===== config.mk =====
export PLATFORM = sky130hd
export DESIGN_NAME = position_report_serializer
export DESIGN_NICKNAME = d
export VERILOG_FILES = /design/src/rtl/psr_pkg.sv /design/src/rtl/psr_front.sv /design/src/rtl/psr_queue.sv /design/src/rtl/psr_div.sv /design/src/rtl/psr_back.sv /design/src/rtl/position_report_serializer.sv
export SDC_FILE = /design/constraint.sdc
export NUM_CORES = 2
export LEC_CHECK = 0
export ABC_AREA = 1
export ABC_CLOCK_PERIOD_IN_PS = 15300
export BUFFER_PORTS_ARGS = -buffer_cell sky130_fd_sc_hd__buf_2
export CORE_UTILIZATION = 55
export CTS_BUF_LIST = sky130_fd_sc_hd__clkbuf_4
export DETAILED_ROUTE_END_ITERATION = 7
export PLACE_DENSITY = 0.68
export SLEW_MARGIN = 15
export SYNTH_ARGS = -nofsm -noshare
export SYNTH_HDL_FRONTEND = slang
export SYNTH_HIERARCHICAL = 1
export SYNTH_SLANG_ARGS = --single-unit

===== constraint.sdc =====
create_clock -name clk -period 15.3 [get_ports clk]
set_input_delay 3.06 -clock clk [delete_from_list [all_inputs] [get_ports clk]]
set_output_delay 3.06 -clock clk [all_outputs]
set_load 0.02 [all_outputs]

===== src/rtl/psr_pkg.sv =====
package psr_pkg;

  // input tdata layout, lowest bit first
  localparam int IN_TDATA_W = 208;
  localparam int OUT_TDATA_W = 8;
  localparam int CNT_LSB = 0;
  localparam int MAPV_BIT = 8;
  localparam int DIST_LSB = 9;
  localparam int MEAS_LSB = 41;
  localparam int NOW_LSB = 73;
  localparam int IDENT_LSB = 105;
  localparam int X_LSB = 121;
  localparam int Y_LSB = 153;
  localparam int COMP_LSB = 185;
  localparam int CONF_LSB = 193;

  // configuration register indexes
  localparam int CFG_IDX_W = 2;
  localparam int CFG_DATA_W = 32;
  localparam logic [CFG_IDX_W-1:0] REG_CONF_FLOOR = 2'd0;
  localparam logic [CFG_IDX_W-1:0] REG_STALE_THR = 2'd1;
  localparam logic [CFG_IDX_W-1:0] REG_PROTO_VER = 2'd2;
  localparam logic [7:0] PROTO_VER_RST = 8'd1;

  // queue between front and back
  localparam int QDEPTH = 2;
  localparam int QPTR_W = $clog2(QDEPTH);

  // divide by 1000 as (n >> 3) / 125 through a reciprocal
  localparam int MUL_A_W = 29;
  localparam int MUL_B_W = 30;
  localparam int PROD_W = MUL_A_W + MUL_B_W;
  localparam logic [MUL_B_W-1:0] AGE_RECIP = 30'd549755814;
  localparam int AGE_SHIFT = 36;
  localparam int AGE_Q_W = 23;
  localparam logic [MUL_B_W-1:0] MM_RECIP = 30'd4294968;
  localparam int MM_SHIFT = 29;
  localparam int MM_A_W = 22;

  localparam logic [31:0] ROUND_HALF = 32'd500;
  localparam logic [31:0] CLAMP_MAG = 32'd32768000;
  localparam logic [15:0] MM_MAX = 16'd32767;
  localparam logic [15:0] SENTINEL = 16'h8000;
  localparam logic [7:0] STALE_FULL = 8'd255;
  localparam logic [31:0] AGE_INVALID = 32'hFFFF_FFFF;

  localparam int DIV_STEPS = 9;
  localparam int DIV_CNT_W = 4;
  localparam int DIV_W = 40;

  localparam int LEFT_W = 4;
  localparam logic [LEFT_W-1:0] HDR_BYTES = 4'd7;
  localparam logic [LEFT_W-1:0] POS_BYTES = 4'd8;

  typedef enum logic {
    KIND_HEADER   = 1'b0,
    KIND_POSITION = 1'b1
  } psr_kind_t;

  typedef enum logic [2:0] {
    BK_IDLE,
    BK_AGE,
    BK_STALE,
    BK_POS_X,
    BK_POS_Y,
    BK_POS_FIN,
    BK_EMIT
  } psr_back_state_t;

  typedef struct packed {
    logic [7:0]  conf_floor;
    logic [31:0] stale_thr;
    logic [7:0]  proto_ver;
  } psr_cfg_t;

  // classified item; mags are |coord| + 500
  typedef struct packed {
    psr_kind_t   kind;
    logic [7:0]  entry_count;
    logic        map_valid;
    logic        age_ok;
    logic [31:0] disturbance;
    logic [31:0] delta;
    logic [15:0] object_ident;
    logic        x_neg;
    logic [31:0] x_mag;
    logic        y_neg;
    logic [31:0] y_mag;
    logic [7:0]  compartment;
    logic [7:0]  confidence;
  } psr_entry_t;

  typedef struct packed {
    logic        start;
    logic [31:0] disturb;
    logic [31:0] thr;
  } psr_div_req_t;

  typedef struct packed {
    logic       done;
    logic [7:0] stale;
  } psr_div_rsp_t;

endpackage


===== src/rtl/psr_front.sv =====
module psr_front (
  input  logic                             clk,
  input  logic                             rst_n,
  input  logic                             in_tvalid,
  output logic                             in_tready,
  input  logic [psr_pkg::IN_TDATA_W-1:0]   in_tdata,
  input  logic                             in_tuser,
  output logic                             push_valid,
  input  logic                             push_ready,
  output psr_pkg::psr_entry_t              push_entry
);

  logic                fv_r;
  psr_pkg::psr_entry_t ent_r;
  psr_pkg::psr_entry_t ent_nxt;
  logic [31:0]         x_raw;
  logic [31:0]         y_raw;
  logic [32:0]         diff;

  assign in_tready  = !fv_r || push_ready;
  assign push_valid = fv_r;
  assign push_entry = ent_r;

  assign x_raw = in_tdata[psr_pkg::X_LSB +: 32];
  assign y_raw = in_tdata[psr_pkg::Y_LSB +: 32];
  assign diff  = {1'b0, in_tdata[psr_pkg::NOW_LSB +: 32]}
               - {1'b0, in_tdata[psr_pkg::MEAS_LSB +: 32]};

  always_comb begin
    ent_nxt              = '0;
    ent_nxt.kind         = psr_pkg::psr_kind_t'(in_tuser);
    ent_nxt.entry_count  = in_tdata[psr_pkg::CNT_LSB +: 8];
    ent_nxt.map_valid    = in_tdata[psr_pkg::MAPV_BIT];
    ent_nxt.age_ok       = in_tdata[psr_pkg::MAPV_BIT] && !diff[32];
    ent_nxt.disturbance  = in_tdata[psr_pkg::DIST_LSB +: 32];
    ent_nxt.delta        = diff[31:0];
    ent_nxt.object_ident = in_tdata[psr_pkg::IDENT_LSB +: 16];
    ent_nxt.compartment  = in_tdata[psr_pkg::COMP_LSB +: 8];
    ent_nxt.confidence   = in_tdata[psr_pkg::CONF_LSB +: 8];
    // |v| + 500 in one add: for negative v it is ~v + 501
    ent_nxt.x_neg        = x_raw[31];
    ent_nxt.x_mag        = (x_raw[31] ? ~x_raw : x_raw) + psr_pkg::ROUND_HALF
                         + 32'(x_raw[31]);
    ent_nxt.y_neg        = y_raw[31];
    ent_nxt.y_mag        = (y_raw[31] ? ~y_raw : y_raw) + psr_pkg::ROUND_HALF
                         + 32'(y_raw[31]);
  end

  always_ff @(posedge clk) begin
    if (!rst_n) begin
      fv_r <= 1'b0;
    end else if (in_tvalid && in_tready) begin
      fv_r <= 1'b1;
    end else if (push_ready) begin
      fv_r <= 1'b0;
    end
  end

  always_ff @(posedge clk) begin
    if (in_tvalid && in_tready) begin
      ent_r <= ent_nxt;
    end
  end

endmodule


===== src/rtl/psr_queue.sv =====
module psr_queue (
  input  logic                clk,
  input  logic                rst_n,
  input  logic                push_valid,
  output logic                push_ready,
  input  psr_pkg::psr_entry_t push_entry,
  output logic                pop_valid,
  input  logic                pop_ready,
  output psr_pkg::psr_entry_t pop_entry
);

  psr_pkg::psr_entry_t       mem_r [psr_pkg::QDEPTH];
  logic [psr_pkg::QPTR_W-1:0] wr_ptr_r;
  logic [psr_pkg::QPTR_W-1:0] rd_ptr_r;
  logic [psr_pkg::QPTR_W:0]   count_r;
  logic                       push;
  logic                       pop;

  assign push_ready = count_r != (psr_pkg::QPTR_W + 1)'(psr_pkg::QDEPTH);
  assign pop_valid  = count_r != '0;
  assign pop_entry  = mem_r[rd_ptr_r];
  assign push       = push_valid && push_ready;
  assign pop        = pop_valid && pop_ready;

  always_ff @(posedge clk) begin
    if (!rst_n) begin
      wr_ptr_r <= '0;
      rd_ptr_r <= '0;
      count_r  <= '0;
    end else begin
      if (push) wr_ptr_r <= wr_ptr_r + psr_pkg::QPTR_W'(1);
      if (pop)  rd_ptr_r <= rd_ptr_r + psr_pkg::QPTR_W'(1);
      if (push && !pop) begin
        count_r <= count_r + (psr_pkg::QPTR_W + 1)'(1);
      end else if (pop && !push) begin
        count_r <= count_r - (psr_pkg::QPTR_W + 1)'(1);
      end
    end
  end

  always_ff @(posedge clk) begin
    if (push) begin
      mem_r[wr_ptr_r] <= push_entry;
    end
  end

  a_count_bound: assert property (@(posedge clk) disable iff (!rst_n)
    count_r <= (psr_pkg::QPTR_W + 1)'(psr_pkg::QDEPTH))
    else $error("queue count past depth");

endmodule


===== src/rtl/psr_div.sv =====
module psr_div (
  input  logic                  clk,
  input  logic                  rst_n,
  input  psr_pkg::psr_div_req_t req,
  output psr_pkg::psr_div_rsp_t rsp
);

  logic                          busy_r;
  logic                          done_r;
  logic                          zero_r;
  logic [psr_pkg::DIV_CNT_W-1:0] cnt_r;
  logic [psr_pkg::DIV_W-1:0]     rem_r;
  logic [psr_pkg::DIV_W-1:0]     dv_r;
  logic [psr_pkg::DIV_STEPS-1:0] q_r;
  logic                          ge;

  assign ge = rem_r >= dv_r;

  // one quotient bit a cycle, divisor starting at thr << 8; bit 8 set means >= 256
  always_ff @(posedge clk) begin
    if (!rst_n) begin
      busy_r <= 1'b0;
      done_r <= 1'b0;
    end else begin
      done_r <= 1'b0;
      if (req.start) begin
        busy_r <= 1'b1;
      end else if (busy_r &&
                   cnt_r == psr_pkg::DIV_CNT_W'(psr_pkg::DIV_STEPS - 1)) begin
        busy_r <= 1'b0;
        done_r <= 1'b1;
      end
    end
  end

  always_ff @(posedge clk) begin
    if (req.start) begin
      // disturbance * 255 as (d << 8) - d
      rem_r  <= {req.disturb, 8'h00} - {8'h00, req.disturb};
      dv_r   <= {req.thr, 8'h00};
      q_r    <= '0;
      cnt_r  <= '0;
      zero_r <= req.thr == '0;
    end else if (busy_r) begin
      if (ge) rem_r <= rem_r - dv_r;
      q_r   <= {q_r[psr_pkg::DIV_STEPS-2:0], ge};
      dv_r  <= dv_r >> 1;
      cnt_r <= cnt_r + psr_pkg::DIV_CNT_W'(1);
    end
  end

  assign rsp.done  = done_r;
  assign rsp.stale = zero_r ? 8'h00
                   : (q_r[psr_pkg::DIV_STEPS-1] ? psr_pkg::STALE_FULL : q_r[7:0]);

endmodule


===== src/rtl/psr_back.sv =====
module psr_back (
  input  logic                               clk,
  input  logic                               rst_n,
  input  psr_pkg::psr_cfg_t                  cfg,
  input  logic                               pop_valid,
  output logic                               pop_ready,
  input  psr_pkg::psr_entry_t                pop_entry,
  output psr_pkg::psr_div_req_t              div_req,
  input  psr_pkg::psr_div_rsp_t              div_rsp,
  output logic                               out_tvalid,
  input  logic                               out_tready,
  output logic [psr_pkg::OUT_TDATA_W-1:0]    out_tdata,
  output logic                               out_tlast
);

  psr_pkg::psr_back_state_t  state_r;
  psr_pkg::psr_back_state_t  state_nxt;
  psr_pkg::psr_entry_t       cur_r;
  logic [psr_pkg::PROD_W-1:0] prod_r;
  logic [15:0]               x_mm_r;
  logic [63:0]               rec_r;
  logic [psr_pkg::LEFT_W-1:0] left_r;
  logic                      suppress_r;

  logic                       take;
  logic                       mul_en;
  logic                       mul_age;
  logic                       stage_x;
  logic                       load_hdr;
  logic                       load_pos;
  logic                       fin_y;
  logic [31:0]                sel_mag;
  logic [psr_pkg::MUL_A_W-1:0] mul_a;
  logic [psr_pkg::MUL_B_W-1:0] mul_b;
  logic [psr_pkg::PROD_W-1:0]  prod_nxt;
  logic [31:0]                fin_mag;
  logic                       fin_neg;
  logic [15:0]                mm_mag;
  logic [15:0]                mm_val;
  logic                       withhold;
  logic [15:0]                x_out;
  logic [15:0]                y_out;
  logic [7:0]                 stale;
  logic [31:0]                age;
  logic [63:0]                hdr_rec;
  logic [63:0]                pos_rec;

  // next state
  always_comb begin
    state_nxt = state_r;
    unique case (state_r)
      psr_pkg::BK_IDLE: begin
        if (pop_valid) begin
          state_nxt = (pop_entry.kind == psr_pkg::KIND_HEADER) ? psr_pkg::BK_AGE
                                                               : psr_pkg::BK_POS_X;
        end
      end
      psr_pkg::BK_AGE:     state_nxt = psr_pkg::BK_STALE;
      psr_pkg::BK_STALE: begin
        if (div_rsp.done) state_nxt = psr_pkg::BK_EMIT;
      end
      psr_pkg::BK_POS_X:   state_nxt = psr_pkg::BK_POS_Y;
      psr_pkg::BK_POS_Y:   state_nxt = psr_pkg::BK_POS_FIN;
      psr_pkg::BK_POS_FIN: state_nxt = psr_pkg::BK_EMIT;
      psr_pkg::BK_EMIT: begin
        if (out_tready && left_r == psr_pkg::LEFT_W'(1)) state_nxt = psr_pkg::BK_IDLE;
      end
      default:             state_nxt = psr_pkg::BK_IDLE;
    endcase
  end

  // state outputs
  always_comb begin
    pop_ready  = 1'b0;
    mul_en     = 1'b0;
    mul_age    = 1'b0;
    stage_x    = 1'b0;
    load_hdr   = 1'b0;
    load_pos   = 1'b0;
    fin_y      = 1'b0;
    out_tvalid = 1'b0;
    unique case (state_r)
      psr_pkg::BK_IDLE:    pop_ready = 1'b1;
      psr_pkg::BK_AGE: begin
        mul_en  = 1'b1;
        mul_age = 1'b1;
      end
      psr_pkg::BK_STALE:   load_hdr = div_rsp.done;
      psr_pkg::BK_POS_X:   mul_en = 1'b1;
      psr_pkg::BK_POS_Y: begin
        mul_en  = 1'b1;
        stage_x = 1'b1;
        fin_y   = 1'b1;
      end
      psr_pkg::BK_POS_FIN: load_pos = 1'b1;
      psr_pkg::BK_EMIT:    out_tvalid = 1'b1;
      default:             pop_ready = 1'b0;
    endcase
  end

  assign take            = pop_valid && pop_ready;
  assign div_req.start   = take && pop_entry.kind == psr_pkg::KIND_HEADER;
  assign div_req.disturb = pop_entry.disturbance;
  assign div_req.thr     = cfg.stale_thr;

  // one shared multiplier: age / 1000 or a coordinate / 1000
  assign sel_mag = fin_y ? cur_r.y_mag : cur_r.x_mag;

  always_comb begin
    if (mul_age) begin
      mul_a = cur_r.delta[31:3];
      mul_b = psr_pkg::AGE_RECIP;
    end else begin
      mul_a = psr_pkg::MUL_A_W'(sel_mag[psr_pkg::MM_A_W+2:3]);
      mul_b = psr_pkg::MM_RECIP;
    end
  end
  assign prod_nxt = {{psr_pkg::MUL_B_W{1'b0}}, mul_a}
                  * {{psr_pkg::MUL_A_W{1'b0}}, mul_b};

  // finish a coordinate from the registered product: x in POS_Y, y in POS_FIN
  assign fin_mag = load_pos ? cur_r.y_mag : cur_r.x_mag;
  assign fin_neg = load_pos ? cur_r.y_neg : cur_r.x_neg;
  assign mm_mag  = (fin_mag >= psr_pkg::CLAMP_MAG) ? psr_pkg::MM_MAX
                                                   : prod_r[psr_pkg::MM_SHIFT +: 16];
  assign mm_val  = fin_neg ? (16'h0000 - mm_mag) : mm_mag;

  assign withhold = suppress_r || (cur_r.confidence < cfg.conf_floor);
  assign x_out    = withhold ? psr_pkg::SENTINEL : x_mm_r;
  assign y_out    = withhold ? psr_pkg::SENTINEL : mm_val;
  assign pos_rec  = {cur_r.confidence, cur_r.compartment, y_out, x_out, cur_r.object_ident};

  assign stale   = cur_r.map_valid ? div_rsp.stale : psr_pkg::STALE_FULL;
  assign age     = cur_r.age_ok ? 32'(prod_r[psr_pkg::AGE_SHIFT +: psr_pkg::AGE_Q_W])
                                : psr_pkg::AGE_INVALID;
  assign hdr_rec = {8'h00, age, stale, cur_r.entry_count, cfg.proto_ver};

  always_ff @(posedge clk) begin
    if (!rst_n) begin
      state_r    <= psr_pkg::BK_IDLE;
      left_r     <= '0;
      suppress_r <= 1'b0;
    end else begin
      state_r <= state_nxt;
      if (load_hdr) begin
        left_r     <= psr_pkg::HDR_BYTES;
        suppress_r <= stale == psr_pkg::STALE_FULL;
      end else if (load_pos) begin
        left_r <= psr_pkg::POS_BYTES;
      end else if (out_tvalid && out_tready) begin
        left_r <= left_r - psr_pkg::LEFT_W'(1);
      end
    end
  end

  always_ff @(posedge clk) begin
    if (take)    cur_r  <= pop_entry;
    if (mul_en)  prod_r <= prod_nxt;
    if (stage_x) x_mm_r <= mm_val;
    if (load_hdr) begin
      rec_r <= hdr_rec;
    end else if (load_pos) begin
      rec_r <= pos_rec;
    end else if (out_tvalid && out_tready) begin
      rec_r <= rec_r >> 8;
    end
  end

  assign out_tdata = rec_r[7:0];
  assign out_tlast = left_r == psr_pkg::LEFT_W'(1);

  a_div_done_waits: assert property (@(posedge clk) disable iff (!rst_n)
    div_rsp.done |-> state_r == psr_pkg::BK_STALE)
    else $error("divider finished while back end was not waiting");

  a_left_range: assert property (@(posedge clk) disable iff (!rst_n)
    out_tvalid |-> (left_r != '0 && left_r <= psr_pkg::POS_BYTES))
    else $error("byte count out of range during emission");

  a_last_ends: assert property (@(posedge clk) disable iff (!rst_n)
    (out_tvalid && out_tready && out_tlast) |=> !out_tvalid)
    else $error("record continued past its last byte");

  a_hdr_len: assert property (@(posedge clk) disable iff (!rst_n)
    ($rose(out_tvalid) && cur_r.kind == psr_pkg::KIND_HEADER)
      |-> left_r == psr_pkg::HDR_BYTES)
    else $error("header record does not start with seven bytes");

endmodule


===== src/rtl/position_report_serializer.sv =====
// Position report serializer.
// Input channel: one item per report record. in_tuser selects the kind
// (0 header, 1 position entry); in_tdata carries all item fields. A header
// becomes 7 little-endian bytes (version, count, staleness, age in s), a
// position entry 8 bytes (ident, x mm, y mm, compartment, confidence).
// Output channel: one byte per transfer on out_tdata, out_tlast on the final
// byte of each record.
// Config channel: cfg_index 0 confidence floor, 1 stale threshold,
// 2 protocol version; always ready, write only while the block is idle.
// A position entry is popped, passes the POS_X, POS_Y and POS_FIN
// multiply/finish states, then its 8 bytes are emitted. A header is popped,
// its age is multiplied in BK_AGE, and the staleness divider resolves one
// bit a cycle over 9 steps before its 7 bytes are emitted.
// Items pass a front register and a two-entry queue, so up to three items
// are taken while a record still waits on the output. A stalled receiver
// holds the current byte; the queue then fills and in_tready drops.
// Reset clears the queue, the staleness flag and the config registers to
// floor 0, threshold 0, version 1.
module position_report_serializer (
  input  logic                             clk,
  input  logic                             rst_n,
  input  logic                             in_tvalid,
  output logic                             in_tready,
  // [7:0] entry_count, [8] map_valid, [40:9] disturbance, [72:41] measured_at,
  // [104:73] now_time, [120:105] object_ident, [152:121] x_micro,
  // [184:153] y_micro, [192:185] compartment, [200:193] confidence, rest zero
  input  logic [psr_pkg::IN_TDATA_W-1:0]   in_tdata,
  // [0] cmd
  input  logic                             in_tuser,
  output logic                             out_tvalid,
  input  logic                             out_tready,
  // [7:0] out_byte
  output logic [psr_pkg::OUT_TDATA_W-1:0]  out_tdata,
  output logic                             out_tlast,
  input  logic                             cfg_valid,
  output logic                             cfg_ready,
  input  logic [psr_pkg::CFG_IDX_W-1:0]    cfg_index,
  input  logic [psr_pkg::CFG_DATA_W-1:0]   cfg_data
);

  psr_pkg::psr_cfg_t     cfg_r;
  logic                  push_valid;
  logic                  push_ready;
  psr_pkg::psr_entry_t   push_entry;
  logic                  pop_valid;
  logic                  pop_ready;
  psr_pkg::psr_entry_t   pop_entry;
  psr_pkg::psr_div_req_t div_req;
  psr_pkg::psr_div_rsp_t div_rsp;

  assign cfg_ready = 1'b1;

  always_ff @(posedge clk) begin
    if (!rst_n) begin
      cfg_r.conf_floor <= '0;
      cfg_r.stale_thr  <= '0;
      cfg_r.proto_ver  <= psr_pkg::PROTO_VER_RST;
    end else if (cfg_valid && cfg_ready) begin
      unique case (cfg_index)
        psr_pkg::REG_CONF_FLOOR: cfg_r.conf_floor <= cfg_data[7:0];
        psr_pkg::REG_STALE_THR:  cfg_r.stale_thr  <= cfg_data;
        psr_pkg::REG_PROTO_VER:  cfg_r.proto_ver  <= cfg_data[7:0];
        default:                 cfg_r.proto_ver  <= cfg_r.proto_ver;
      endcase
    end
  end

  psr_front u_front (
    .clk        (clk),
    .rst_n      (rst_n),
    .in_tvalid  (in_tvalid),
    .in_tready  (in_tready),
    .in_tdata   (in_tdata),
    .in_tuser   (in_tuser),
    .push_valid (push_valid),
    .push_ready (push_ready),
    .push_entry (push_entry)
  );

  psr_queue u_queue (
    .clk        (clk),
    .rst_n      (rst_n),
    .push_valid (push_valid),
    .push_ready (push_ready),
    .push_entry (push_entry),
    .pop_valid  (pop_valid),
    .pop_ready  (pop_ready),
    .pop_entry  (pop_entry)
  );

  psr_div u_div (
    .clk   (clk),
    .rst_n (rst_n),
    .req   (div_req),
    .rsp   (div_rsp)
  );

  psr_back u_back (
    .clk        (clk),
    .rst_n      (rst_n),
    .cfg        (cfg_r),
    .pop_valid  (pop_valid),
    .pop_ready  (pop_ready),
    .pop_entry  (pop_entry),
    .div_req    (div_req),
    .div_rsp    (div_rsp),
    .out_tvalid (out_tvalid),
    .out_tready (out_tready),
    .out_tdata  (out_tdata),
    .out_tlast  (out_tlast)
  );

endmodule

==> out/metrics.cfg <==
[placed_design]
dpl_cell_area_um2 = 64700
portBuffers = 251
place_congestion = 0.976
hpwl_mm = 118

[yosys]
synthCells = 6835
avgSynthCellArea_um2 = 9.14
synth_warnings = 6
syn_area_um2 = 62500

[drt]
routed_wl_mm = 150
met1Wirelength_mm = 70.5
drtIter0Drc = 3248
firstDrtPassIters = 5
vias = 45300
ant_nets = 0
top_layer = met5
dr_wl_met2_mm = 68.3
via_per_inst = 5.12
drcViolationCount = 0
wl_met3_mm = 8.88
wl_per_cell_um = 17.0

[timing]
tightest_slew_ns = 1.27
rsz0062_at_grt = false
skew_ns = 0.131
setup_violations = 0
post-route-period-util_pct = 57.2
hold_ws_ns = 0.365
fmax_ghz = 0.114
hold_viol = 0
fin_setup_tns_ns = 0
finalCriticalPeriod_ns = 8.76
maxSlewHeadroom_pct = 15.2
drv_slew = 0

[cts]
cts_buffers = 222
hold_buffers = 0
clkSlewWorstSetupHoldPaths_ns = 0.07
postCtsSetupRepairBufs = 0
clock_path_buffers = 3
cts_tree = yes
worstSkewPairLatency_ns = 1.15
clock-sinks = 891
cts_resized = 0
htree_num_levels = 4
ctsRootBufferMaster = clkbuf_4

[floorplan]
num_io_pins = 260
die_x_um = 339
placementRows = 123
die_area_um2 = 115000
start_util_pct = 55.5
coreArea_um2 = 112000
die_h_um = 339

[min_path]
hp-class = flop to flop
min-delay-start = u_front/push_entry[33]
hold_path_depth = 0
hold_end = u_queue/mem_r[0][33]

[cells_and_area]
utilization_pct = 60.0
drive_gt1_share_pct = 12.7
nets = 8265
fin_area_um2 = 67500
layout_commonest_cell = nand2_1
layout_common_cells = nand2_1, inv_1, edfxtp_1
area_growth_pct = 8.01

[worst_setup_path]
rr_endpoint = u_back/prod_r[44]
timing.critical_path.arrival_ns = 9.64
rrSetupSlack_ns = 6.54
crit_slowest_cell = a21oi_1
cp_slowest_stage_delay_ns = 0.91
path_max_fanout = 46
worstSetupStartpointType = flop
crit_required_ns = 16.19
criticalPathCategory = flop to flop
cp-end-kind = flop
reg2reg_depth = 29
r2r-start = u_back/state_r[2]

[global_routing]
grt_pass1_vias = 44800
grtUsageTotal_pct = 26.5
grt_pass1_wl_mm = 239
overflow = 0
antenna_found_initial = 10
grt_max_degree = 84

[run]
maxCapViolations = 0

[status]
run_status = finished clean

[critical path, delay by kind of cell (launching register included)]
kind | cells | cell delay (ns)
simple gates | 6 | 1.07
buf+inv | 11 | 1.40
fa+ha+maj | 9 | 4.31
xor+xnor | 1 | 0.17
flops | 1 | 0.50
compound gates | 2 | 1.03
[registers in the layout, indices dropped and copies added, names as in the netlist, named ones only]
register,cells
u_back/x_mm_r,16
u_queue/mem_r,328
u_div/zero_r,1
u_queue/wr_ptr_r,1
u_front/push_valid,1
u_div/q_r,9
u_front/push_entry,164
u_back/state_r,3
u_queue/count_r,2
u_div/cnt_r,4
u_back/rec_r,64
u_back/cur_r,131
u_back/left_r,4
u_div/busy_r,1
cfg_r,48
u_div/done_r,1
u_queue/rd_ptr_r,1
u_div/rem_r,40
u_div/dv_r,40
u_back/suppress_r,1
u_back/prod_r,30
[cell type report]
cell class / count / area (µm²)
timing repair buffer: 288 / 1530
antenna: 7 / 17.5
fill: 9868 / 45000
sequential: 891 / 25800
inverter: 1417 / 5320
clock inverter: 63 / 417
tap: 1500 / 1880
multi-input combinational: 4354 / 30100
clock buffer: 317 / 2380
[how the worst max path moves through the flow]
| stage | startpoint | end | slack, ns |
|---|---|---|---|
| after detailed placement | u_back/state_r[2] | u_back/prod_r[44] | 6.56 |
| after floorplan | in_tvalid | u_front/push_entry[0] | 3.58 |
| final | u_back/state_r[2] | u_back/prod_r[44] | 6.54 |
| after global placement | u_back/state_r[2] | u_back/prod_r[44] | 6.58 |
| after global routing | u_back/state_r[2] | u_back/prod_r[56] | 6.08 |
| after CTS | u_back/state_r[2] | u_back/prod_r[55] | 6.62 |
[metrics by stage]
stage	setup WS [ns]	std cells
after floorplan	3.58	6856
after global placement	6.58	8450
after detailed placement	6.56	8450
after CTS	6.62	8830
after global routing	6.08	8834
final	6.54	8837
[metal layers]
metal	vias up	track usage, %
li1	22500	-
met1	21300	38.4
met2	1299	42.0
met3	168	3.73
met4	2	6.96
met5	-	0
Power is not shown: default switching activity piles up to over one toggle a cycle in this logic, so the estimate is an artifact.
